===== src/rtl/directed_graph_cycle_detector_macros.svh =====
// Assertion macros shared by the cycle detector modules.
`ifndef DIRECTED_GRAPH_CYCLE_DETECTOR_MACROS_SVH
`define DIRECTED_GRAPH_CYCLE_DETECTOR_MACROS_SVH

// Same-cycle implication, disabled while reset is asserted.
`define DGCD_ASSERT_IMP(label, clk, rst_n, ante, cons, msg) \
  label: assert property (@(posedge clk) disable iff (!rst_n) (ante) |-> (cons)) \
    else $error(msg);

// Next-cycle implication, disabled while reset is asserted.
`define DGCD_ASSERT_NXT(label, clk, rst_n, ante, cons, msg) \
  label: assert property (@(posedge clk) disable iff (!rst_n) (ante) |=> (cons)) \
    else $error(msg);

`endif


===== src/rtl/dgcd_pkg.sv =====
// Shared request codes and controller/datapath interface types for the cycle detector.
package dgcd_pkg;

  // Width of the vertex index fields on the input channel.
  localparam int VERTEX_FIELD_W = 5;

  // Request codes carried by req_type.
  localparam logic REQ_ADD   = 1'b0;
  localparam logic REQ_CHECK = 1'b1;

  // Commands from the controller to the datapath.
  typedef struct packed {
    logic add_edge;     // store the edge on the input ports
    logic clear_graph;  // drop all rows, visited and on-path marks
    logic root_reset;   // restart the root scan at vertex zero
    logic root_next;    // move on to the next root
    logic start;        // open a search at the current root
    logic step;         // advance the edge cursor by one
    logic push;         // descend into the vertex under the cursor
    logic pop;          // leave the current vertex, fetch its parent
    logic reload;       // make the fetched parent the current vertex
  } dgcd_cmd_t;

  // Status from the datapath to the controller.
  typedef struct packed {
    logic root_end;     // every root has been tried
    logic root_seen;    // current root was already visited
    logic cur_end;      // cursor is past the last vertex
    logic hit;          // the edge under the cursor exists
    logic hit_path;     // its target is on the current path
    logic hit_seen;     // its target was already visited
    logic last_level;   // only the root is on the path
    logic depth_full;   // the path holds every vertex
  } dgcd_sts_t;

endpackage


===== src/rtl/dgcd_datapath.sv =====
// Datapath: adjacency memory, search marks, path stack and cursors.
`include "directed_graph_cycle_detector_macros.svh"

module dgcd_datapath import dgcd_pkg::*; #(
  parameter int VERTICES = 32
) (
  input  logic                      clk,
  input  logic                      rst_n,
  input  logic [VERTEX_FIELD_W-1:0] src_vertex,
  input  logic [VERTEX_FIELD_W-1:0] dst_vertex,
  input  dgcd_cmd_t                 cmd,
  output dgcd_sts_t                 sts
);

  localparam int VW = (VERTICES > 1) ? $clog2(VERTICES) : 1;
  localparam int CW = $clog2(VERTICES + 1);
  localparam int EW = VW + CW;
  localparam logic [CW-1:0] VCOUNT = CW'(VERTICES);
  localparam logic [VERTEX_FIELD_W+1:0] VLIMIT = (VERTEX_FIELD_W + 2)'(VERTICES);

  // Adjacency rows; a row whose valid bit is low reads as all zero.
  logic [VERTICES-1:0] adj_mem [VERTICES];
  logic [VERTICES-1:0] row_valid_r;
  logic [VERTICES-1:0] row_r;

  // Path stack entries hold the parent vertex and its resume cursor.
  logic [EW-1:0]       stack_mem [VERTICES];
  logic [EW-1:0]       stk_q_r;

  logic [VERTICES-1:0] visited_r;
  logic [VERTICES-1:0] onpath_r;
  logic [VW-1:0]       top_v_r;
  logic [CW-1:0]       cur_r;
  logic [CW-1:0]       depth_r;
  logic [CW-1:0]       root_r;

  logic [VW-1:0]       src_idx;
  logic [VW-1:0]       dst_idx;
  logic                in_range;
  logic [VERTICES-1:0] dst_onehot;
  logic [VW-1:0]       cur_idx;
  logic [VW-1:0]       root_idx;
  logic [VW-1:0]       stk_v;
  logic [CW-1:0]       stk_c;
  logic [VW-1:0]       rd_addr;
  logic                rd_en;

  assign src_idx  = VW'(src_vertex);
  assign dst_idx  = VW'(dst_vertex);
  assign in_range = ({2'b00, src_vertex} < VLIMIT) && ({2'b00, dst_vertex} < VLIMIT);
  assign cur_idx  = cur_r[VW-1:0];
  assign root_idx = root_r[VW-1:0];
  assign stk_v    = stk_q_r[EW-1:CW];
  assign stk_c    = stk_q_r[CW-1:0];

  // One-hot image of the destination, used to open a fresh row.
  always_comb begin
    dst_onehot          = '0;
    dst_onehot[dst_idx] = 1'b1;
  end

  // Row read address: the new root, the vertex being entered or the parent.
  always_comb begin
    if (cmd.start) begin
      rd_addr = root_idx;
    end else if (cmd.push) begin
      rd_addr = cur_idx;
    end else begin
      rd_addr = stk_v;
    end
  end
  assign rd_en = cmd.start | cmd.push | cmd.reload;

  // Status toward the controller.
  always_comb begin
    sts.root_end   = (root_r == VCOUNT);
    sts.root_seen  = !sts.root_end && visited_r[root_idx];
    sts.cur_end    = (cur_r == VCOUNT);
    sts.hit        = !sts.cur_end && row_r[cur_idx];
    sts.hit_path   = onpath_r[cur_idx];
    sts.hit_seen   = visited_r[cur_idx];
    sts.last_level = (depth_r == CW'(1));
    sts.depth_full = (depth_r == VCOUNT);
  end

  // Row valid bits: cleared at once by reset and after every check.
  always_ff @(posedge clk) begin
    if (!rst_n) begin
      row_valid_r <= '0;
    end else if (cmd.clear_graph) begin
      row_valid_r <= '0;
    end else if (cmd.add_edge && in_range) begin
      row_valid_r[src_idx] <= 1'b1;
    end
  end

  // Adjacency memory write; a stale row is replaced rather than merged.
  always_ff @(posedge clk) begin
    if (cmd.add_edge && in_range) begin
      if (row_valid_r[src_idx]) begin
        adj_mem[src_idx][dst_idx] <= 1'b1;
      end else begin
        adj_mem[src_idx] <= dst_onehot;
      end
    end
  end

  // Registered row read.
  always_ff @(posedge clk) begin
    if (rd_en) begin
      row_r <= row_valid_r[rd_addr] ? adj_mem[rd_addr] : '0;
    end
  end

  // Path stack: save the parent on descent, fetch it back on return.
  always_ff @(posedge clk) begin
    if (cmd.push) begin
      stack_mem[VW'(depth_r - CW'(1))] <= {top_v_r, cur_r + CW'(1)};
    end
    if (cmd.pop) begin
      stk_q_r <= stack_mem[VW'(depth_r - CW'(2))];
    end
  end

  // Search state: marks, current vertex, cursor, depth and root.
  always_ff @(posedge clk) begin
    if (!rst_n) begin
      visited_r <= '0;
      onpath_r  <= '0;
      top_v_r   <= '0;
      cur_r     <= '0;
      depth_r   <= '0;
      root_r    <= '0;
    end else begin
      if (cmd.clear_graph) begin
        visited_r <= '0;
        onpath_r  <= '0;
        depth_r   <= '0;
      end
      if (cmd.root_reset) begin
        root_r <= '0;
      end else if (cmd.root_next) begin
        root_r <= root_r + CW'(1);
      end
      if (cmd.start) begin
        visited_r[root_idx] <= 1'b1;
        onpath_r[root_idx]  <= 1'b1;
        top_v_r             <= root_idx;
        cur_r               <= '0;
        depth_r             <= CW'(1);
      end else if (cmd.push) begin
        visited_r[cur_idx] <= 1'b1;
        onpath_r[cur_idx]  <= 1'b1;
        top_v_r            <= cur_idx;
        cur_r              <= '0;
        depth_r            <= depth_r + CW'(1);
      end else if (cmd.step) begin
        cur_r <= cur_r + CW'(1);
      end else if (cmd.pop) begin
        onpath_r[top_v_r] <= 1'b0;
        depth_r           <= depth_r - CW'(1);
      end else if (cmd.reload) begin
        top_v_r <= stk_v;
        cur_r   <= stk_c;
      end
    end
  end

  // Path marks must track depth and visited marks; pushes must be fresh.
  `DGCD_ASSERT_IMP(a_path_count, clk, rst_n, 1'b1, $countones(onpath_r) == int'(depth_r), "path marks disagree with depth")
  `DGCD_ASSERT_IMP(a_path_visited, clk, rst_n, 1'b1, (onpath_r & ~visited_r) == '0, "vertex on path but not visited")
  `DGCD_ASSERT_IMP(a_push_fresh, clk, rst_n, cmd.push, !sts.hit_seen && !sts.depth_full, "descent into visited vertex")

endmodule


===== src/rtl/dgcd_controller.sv =====
// Controller: request handshake, search sequencing and the result register.
`include "directed_graph_cycle_detector_macros.svh"

module dgcd_controller import dgcd_pkg::*; (
  input  logic      clk,
  input  logic      rst_n,
  input  logic      in_valid,
  output logic      in_ready,
  input  logic      in_req_type,
  output logic      out_valid,
  input  logic      out_ready,
  output logic      out_has_cycle,
  output dgcd_cmd_t cmd,
  input  dgcd_sts_t sts
);

  typedef enum logic [2:0] {
    ST_IDLE,
    ST_ROOT,
    ST_SCAN,
    ST_POP,
    ST_DONE
  } state_t;

  state_t state_r;
  state_t state_nxt;
  logic   out_valid_r;
  logic   out_has_cycle_r;
  logic   found_r;
  logic   found_nxt;
  logic   slot_free;
  logic   accept;

  assign in_ready      = (state_r == ST_IDLE);
  assign accept        = in_valid && in_ready;
  assign slot_free     = !out_valid_r || out_ready;
  assign out_valid     = out_valid_r;
  assign out_has_cycle = out_has_cycle_r;

  // Next state and datapath commands.
  always_comb begin
    state_nxt = state_r;
    found_nxt = found_r;
    cmd       = '0;
    unique case (state_r)
      ST_IDLE: begin
        if (accept) begin
          if (in_req_type == REQ_ADD) begin
            cmd.add_edge = 1'b1;
          end else begin
            cmd.root_reset = 1'b1;
            found_nxt      = 1'b0;
            state_nxt      = ST_ROOT;
          end
        end
      end
      ST_ROOT: begin
        if (sts.root_end) begin
          state_nxt = ST_DONE;
        end else if (sts.root_seen) begin
          cmd.root_next = 1'b1;
        end else begin
          cmd.start = 1'b1;
          state_nxt = ST_SCAN;
        end
      end
      ST_SCAN: begin
        if (sts.cur_end) begin
          cmd.pop = 1'b1;
          if (sts.last_level) begin
            cmd.root_next = 1'b1;
            state_nxt     = ST_ROOT;
          end else begin
            state_nxt = ST_POP;
          end
        end else begin
          cmd.step = 1'b1;
          if (sts.hit) begin
            if (sts.hit_path) begin
              found_nxt = 1'b1;
              state_nxt = ST_DONE;
            end else if (!sts.hit_seen && !sts.depth_full) begin
              cmd.push = 1'b1;
            end
          end
        end
      end
      ST_POP: begin
        cmd.reload = 1'b1;
        state_nxt  = ST_SCAN;
      end
      ST_DONE: begin
        if (slot_free) begin
          cmd.clear_graph = 1'b1;
          state_nxt       = ST_IDLE;
        end
      end
      default: begin
        state_nxt = ST_IDLE;
      end
    endcase
  end

  // State, search verdict and the result word register.
  always_ff @(posedge clk) begin
    if (!rst_n) begin
      state_r         <= ST_IDLE;
      found_r         <= 1'b0;
      out_valid_r     <= 1'b0;
      out_has_cycle_r <= 1'b0;
    end else begin
      state_r <= state_nxt;
      found_r <= found_nxt;
      if (state_r == ST_DONE && slot_free) begin
        out_valid_r     <= 1'b1;
        out_has_cycle_r <= found_r;
      end else if (out_ready) begin
        out_valid_r <= 1'b0;
      end
    end
  end

  `DGCD_ASSERT_NXT(a_check_starts, clk, rst_n, accept && in_req_type == REQ_CHECK, state_r == ST_ROOT, "check word did not start a search")
  `DGCD_ASSERT_NXT(a_done_reports, clk, rst_n, state_r == ST_DONE && slot_free, out_valid_r && state_r == ST_IDLE, "finished check did not report")
  `DGCD_ASSERT_NXT(a_pop_reloads, clk, rst_n, state_r == ST_POP, state_r == ST_SCAN, "parent reload did not resume scanning")

endmodule


===== src/rtl/directed_graph_cycle_detector.sv =====
// Top level of the directed graph cycle detector.
// An add word (req_type 0) sets edge src_vertex -> dst_vertex in the adjacency memory, and
// edges stream in at one word per cycle; edges naming a vertex at or above VERTICES are
// dropped. A check word (req_type 1) runs a depth-first search from every unvisited root
// and returns one word whose has_cycle is 1 when any directed cycle exists (self-loops
// included), then empties the graph. The search examines one adjacency bit per cycle
// through the single row read port while it scans; leaving a vertex, trying a root and
// returning to a parent are separate steps. A check holds the input until its search ends
// and any previous result has left the output, and it ends early on the first cycle found.
// No word is taken while a check runs; add words are taken while a finished result still
// waits on the output. The graph is emptied at reset and after each check through per-row
// valid bits, so no clearing pass is needed.
module directed_graph_cycle_detector import dgcd_pkg::*; #(
  parameter int VERTICES = 32
) (
  input  logic                      clk,
  input  logic                      rst_n,
  input  logic                      in_valid,
  output logic                      in_ready,
  input  logic                      in_req_type,
  input  logic [VERTEX_FIELD_W-1:0] in_src_vertex,
  input  logic [VERTEX_FIELD_W-1:0] in_dst_vertex,
  output logic                      out_valid,
  input  logic                      out_ready,
  output logic                      out_has_cycle
);

  dgcd_cmd_t cmd;
  dgcd_sts_t sts;

  // Sequencer and result register.
  dgcd_controller u_ctrl (
    .clk           (clk),
    .rst_n         (rst_n),
    .in_valid      (in_valid),
    .in_ready      (in_ready),
    .in_req_type   (in_req_type),
    .out_valid     (out_valid),
    .out_ready     (out_ready),
    .out_has_cycle (out_has_cycle),
    .cmd           (cmd),
    .sts           (sts)
  );

  // Graph storage and search state.
  dgcd_datapath #(
    .VERTICES (VERTICES)
  ) u_dp (
    .clk        (clk),
    .rst_n      (rst_n),
    .src_vertex (in_src_vertex),
    .dst_vertex (in_dst_vertex),
    .cmd        (cmd),
    .sts        (sts)
  );

endmodule


===== config.mk =====
export PLATFORM = sky130hd
export DESIGN_NAME = directed_graph_cycle_detector
export DESIGN_NICKNAME = d
export VERILOG_FILES = /design/src/rtl/dgcd_pkg.sv /design/src/rtl/dgcd_datapath.sv /design/src/rtl/dgcd_controller.sv /design/src/rtl/directed_graph_cycle_detector.sv
export VERILOG_INCLUDE_DIRS = /design/src /design/src/rtl
export SDC_FILE = /design/constraint.sdc
export NUM_CORES = 2
export LEC_CHECK = 0
export BUFFER_PORTS_ARGS = -buffer_cell sky130_fd_sc_hd__buf_2
export CORE_AREA = 3 3 488 490
export DETAILED_ROUTE_END_ITERATION = 10
export DIE_AREA = 0 0 491 493
export GPL_TIMING_DRIVEN = 0
export SETUP_SLACK_MARGIN = 0.02
export SLEW_MARGIN = 20
export SYNTH_ARGS = -nofsm -noshare
export SYNTH_HDL_FRONTEND = slang
export SYNTH_HIERARCHICAL = 1
export SYNTH_SLANG_ARGS = --single-unit

===== constraint.sdc =====
create_clock -name clk -period 7.3 [get_ports clk]
set_input_delay 1.095 -clock clk [delete_from_list [all_inputs] [get_ports clk]]
set_output_delay 1.095 -clock clk [all_outputs]
set_load 0.02 [all_outputs]

==> results.cfg <==
[outcome]
outcome = finished, final reports clean

[timing]
finalSetupTns_ps = 0
setup_violations = 0
skew_ps = 44.5
finalMaxSlewViolations = 0
fin_hold_ws_ps = 483
finalCritPeriodShare_pct = 96.5
relSlewSlack_pct = 18.5
setup_ws_ps = 254
final.min_clock_period_ps = 7050
tightest_slew_ps = 1220
fmax_mhz = 142
hold_viol = 0
rsz0062_at_grt = no

[synthesis]
synth_edf_count = 1419
synth_fp_nets = 5694
ys_ff_latch = 1544
synth.cell_area_um2 = 67700
syn_inst = 5662
synthArstFlopShare_pct = 0
yosysWarnings = 6
yosysSeqAreaShare_pct = 66.6
synth_area_per_cell_um2 = 12.0
ys.flop_type = edfxtp_1
ys_types = 71

[place]
dp_hpwl_um = 154000
pre_cts_ws_ps = -1150
io_buffers = 14
place_congestion = 0.928

[cts]
cts_buffers = 154
cts_sinks = 1544
clkTransAtPathRegs_ps = 60
cts_root_buf = clkbuf_16
cts_buffer_depth = 3
cts_tree = yes
clk_latency_ps = 800
htree_levels = 4

[setup_path]
crit_buf_inv = 6
critical_path.top_delay_family = buffers and inverters
slowest_delay_ps = 730
path_cells = buf_4, buf_2, mux4_2, nor2b_1, a21oi_1, nand4_1, nor4_2, buf_4, mux2i_1, o21ai_1, buf_4, buf_4, clkdlybuf4s15_1, and3_1, a311oi_1, nor4_1, a31oi_1
crit_path_start_kind = flop
cp_max_fo = 10
crit_path_end_kind = flop
r2r_end = u_dp/row_r[31]
critPathArrivalTime_ps = 7510
cpMaxStageDelayCell = clkdlybuf4s15_1
r2r_start = u_dp/cur_r[0]
worst-r2r-setup-slack_ps = 250
cpMostUsedCell = buf_4
critPathKind = flop to flop
reg2reg_depth = 17
required_ps = 7770
cp.depth = 17

[layout]
areaGrowthSynthToFinish_pct = 14.5
nets = 5900
drive_above_1_share_pct = 12.9

[floorplanning]
coreArea_um2 = 235000
rows = 178
initial_utilization_pct = 28.9
die_area_um2 = 242000
die_h_um = 493
pin_count = 18
die_x_um = 491

[global_route]
gr-total-overflow = 0
grt_util_all_layers_pct = 18.2
grt_max_degree = 36
antenna_found_initial = 11
grt_pass1_wl_um = 324000
grt_pass1_vias = 46100

[detailed_routing]
vias_per_cell = 5.37
drt_wl_total_um = 230000
drt_iter0_drc = 7087
drc = 0
final_antenna_net_count = 0
avgRoutedWirePerCell_um = 25.2
first_pass_iters = 7
vias = 49000

[flow_run]
max_cap_violations = 0

[worst_hold_path]
hp-start = u_dp/row_valid_r[1]
hold_class = flop to flop
holdPathStages = 2
hold_end = u_dp/row_valid_r[1]

[pwr]
p_leak_nw = 28.1
ir_drop_uv = 271
power_density_nw_per_um2 = 335
==> stage by stage <==
| step | std cells | power, mW | cell area, µm² | util [%] |
|---|---|---|---|---|
| 6_report | 9136 | 26.0 | 77500 | 33.1 |
| 5_1_grt | 9132 | 26.7 | 77500 | 33.1 |
| 4_1_cts | 9130 | 25.8 | 77500 | 33.0 |
| 3_5_place_dp | 8859 | 18.1 | 72700 | 31.0 |
| 3_3_place_gp | 8826 | 17.9 | 71700 | 30.6 |
| 2_1_floorplan | 5662 | 14.6 | 67700 | - |
==> worst reg2reg max path: stages, from the launching register on <==
cell and delay, ps:
dfxtp_1 410, buf_4 440, buf_2 620, mux4_2 620, nor2b_1 160, a21oi_1 180
nand4_1 270, nor4_2 560, buf_4 280, mux2i_1 110, o21ai_1 420, buf_4 410
buf_4 360, clkdlybuf4s15_1 740, and3_1 320, a311oi_1 70, nor4_1 510, a31oi_1 240
==> metal layers <==
layer,vias to the layer above,wire length (µm),global-route usage [%]
met4,6,11400,8.32
met5,-,52,0
li1,20700,-,-
met2,3170,104000,28.5
met1,24500,86800,23.9
met3,648,28100,4.69
==> state kept, by name, summed over array words and instances, names as in the netlist, 3 cells and up <==
register and cells:
u_dp/adj_mem 1024, u_dp/stack_mem 352, u_dp/onpath_r 32, u_dp/row_r 32, u_dp/row_valid_r 32, u_dp/visited_r 32
u_dp/stk_q_r 11, u_dp/cur_r 6, u_dp/depth_r 6, u_dp/root_r 6, u_dp/top_v_r 5, u_ctrl/state_r 3
==> worst max-delay path by stage <==
stage               slack [ps]     startpoint             end
finish                     250  u_dp/cur_r[0]  u_dp/row_r[31]
global route               100  u_dp/cur_r[0]  u_dp/row_r[31]
CTS                         30  u_dp/cur_r[0]  u_dp/row_r[31]
detailed placement       -1150  u_dp/cur_r[0]  u_dp/row_r[28]
global placement         -1230  u_dp/cur_r[0]  u_dp/row_r[28]
floorplan                 2240  u_dp/cur_r[0]  u_dp/row_r[27]
==> layout by cell type, fill, tap and decap left out, types with 34 or more instances in the layout <==
master     instances
edfxtp_1        1419
clkbuf_16        158
nand2_1         1140
clkinv_1          34
clkbuf_1         261
nor2_1          1129
nor2b_1           76
buf_6             47
buf_2            181
nand3_1          144
a21oi_1          110
mux4_2           150
a311oi_1         129
o22ai_1           36
dfxtp_1          120
and3_1           170
a31oi_1           99
mux2i_1           47
==> what timing repair did <==
item                       in CTS  in global routing
setup endpoints to repair      32                 31
gates cloned                    1                  0
hold buffers                    0                  0
gates resized for setup        18                  7
buffers inserted                0                  2
==> cells by family (layout without fill, tap and decap cells) <==
| logic type | Yosys count | count (layout) | share of synthesized area (%) |
|---|---|---|---|
| AOI/OAI and AO/OA | 561 | 561 | 5.98 |
| xor gates and xnor gates | 16 | 16 | 0.207 |
| adders and majority gates | 17 | 17 | 0.314 |
| buffers and inverters | 523 | 843 | 3.75 |
| DFF | 1544 | 1544 | 66.6 |
| muxes | 210 | 210 | 5.91 |
| other | 0 | 4 | 0 |
| and+or+nand+nor | 2791 | 2791 | 17.2 |
==> power breakdown <==
group          total [mW]  internal (mW)  switching [mW]
clock network        7.69           4.31            3.38
registers            10.4           10.3           0.127
logic                7.86           2.01            5.85
total                26.0           16.6            9.35
==> cells in the mapped netlist, drive strengths merged, types with 3 or more instances <==
cell type | count | area, µm²
edfxtp | 1419 | 42600
nor2b | 76 | 475
a21boi | 16 | 120
inv | 34 | 128
nor3 | 13 | 70.1
ha | 17 | 213
o31ai | 3 | 22.5
nand3 | 144 | 721
nor4 | 34 | 213
mux2i | 47 | 470
or2 | 5 | 31.3
xor2 | 8 | 70.1
nor2 | 1145 | 4300
a32o | 6 | 60.1
dfxtp | 125 | 2500
a22oi | 3 | 22.5
xnor2 | 8 | 70.1
nand2b | 8 | 50.1
and3b | 8 | 71.3
buf | 250 | 1520
or3b | 4 | 35.0
clkbuf | 239 | 897
or3 | 7 | 43.8
o21a | 5 | 38.8
mux2 | 13 | 150
and2 | 6 | 37.5
o2111ai | 33 | 289
nand3b | 8 | 60.1
nor3b | 10 | 95.1
a22o | 4 | 35.0
a21oi | 131 | 787
nand2 | 1141 | 4290
a311oi | 129 | 1130
a221oi | 4 | 35.0
o21ai | 46 | 245
a31oi | 104 | 682
a211oi | 4 | 30.0
nand4 | 5 | 31.3
mux4 | 150 | 3380
o22ai | 36 | 225
and3 | 170 | 1060
a32oi | 33 | 289
==> area by class of cell <==
class	count	area, µm²
fillers	23100	157000
flip-flops and latches	1544	45100
multi-input cells	3595	20400
clock buffers	201	4160
well taps	3150	3940
plain buffers	489	2450
repair buffers	49	689
clock inverters	69	588
inverters	34	131
diodes	4	10.0
repair inverters	1	5.00
No activity file was read; power rests on OpenSTA's default activity.
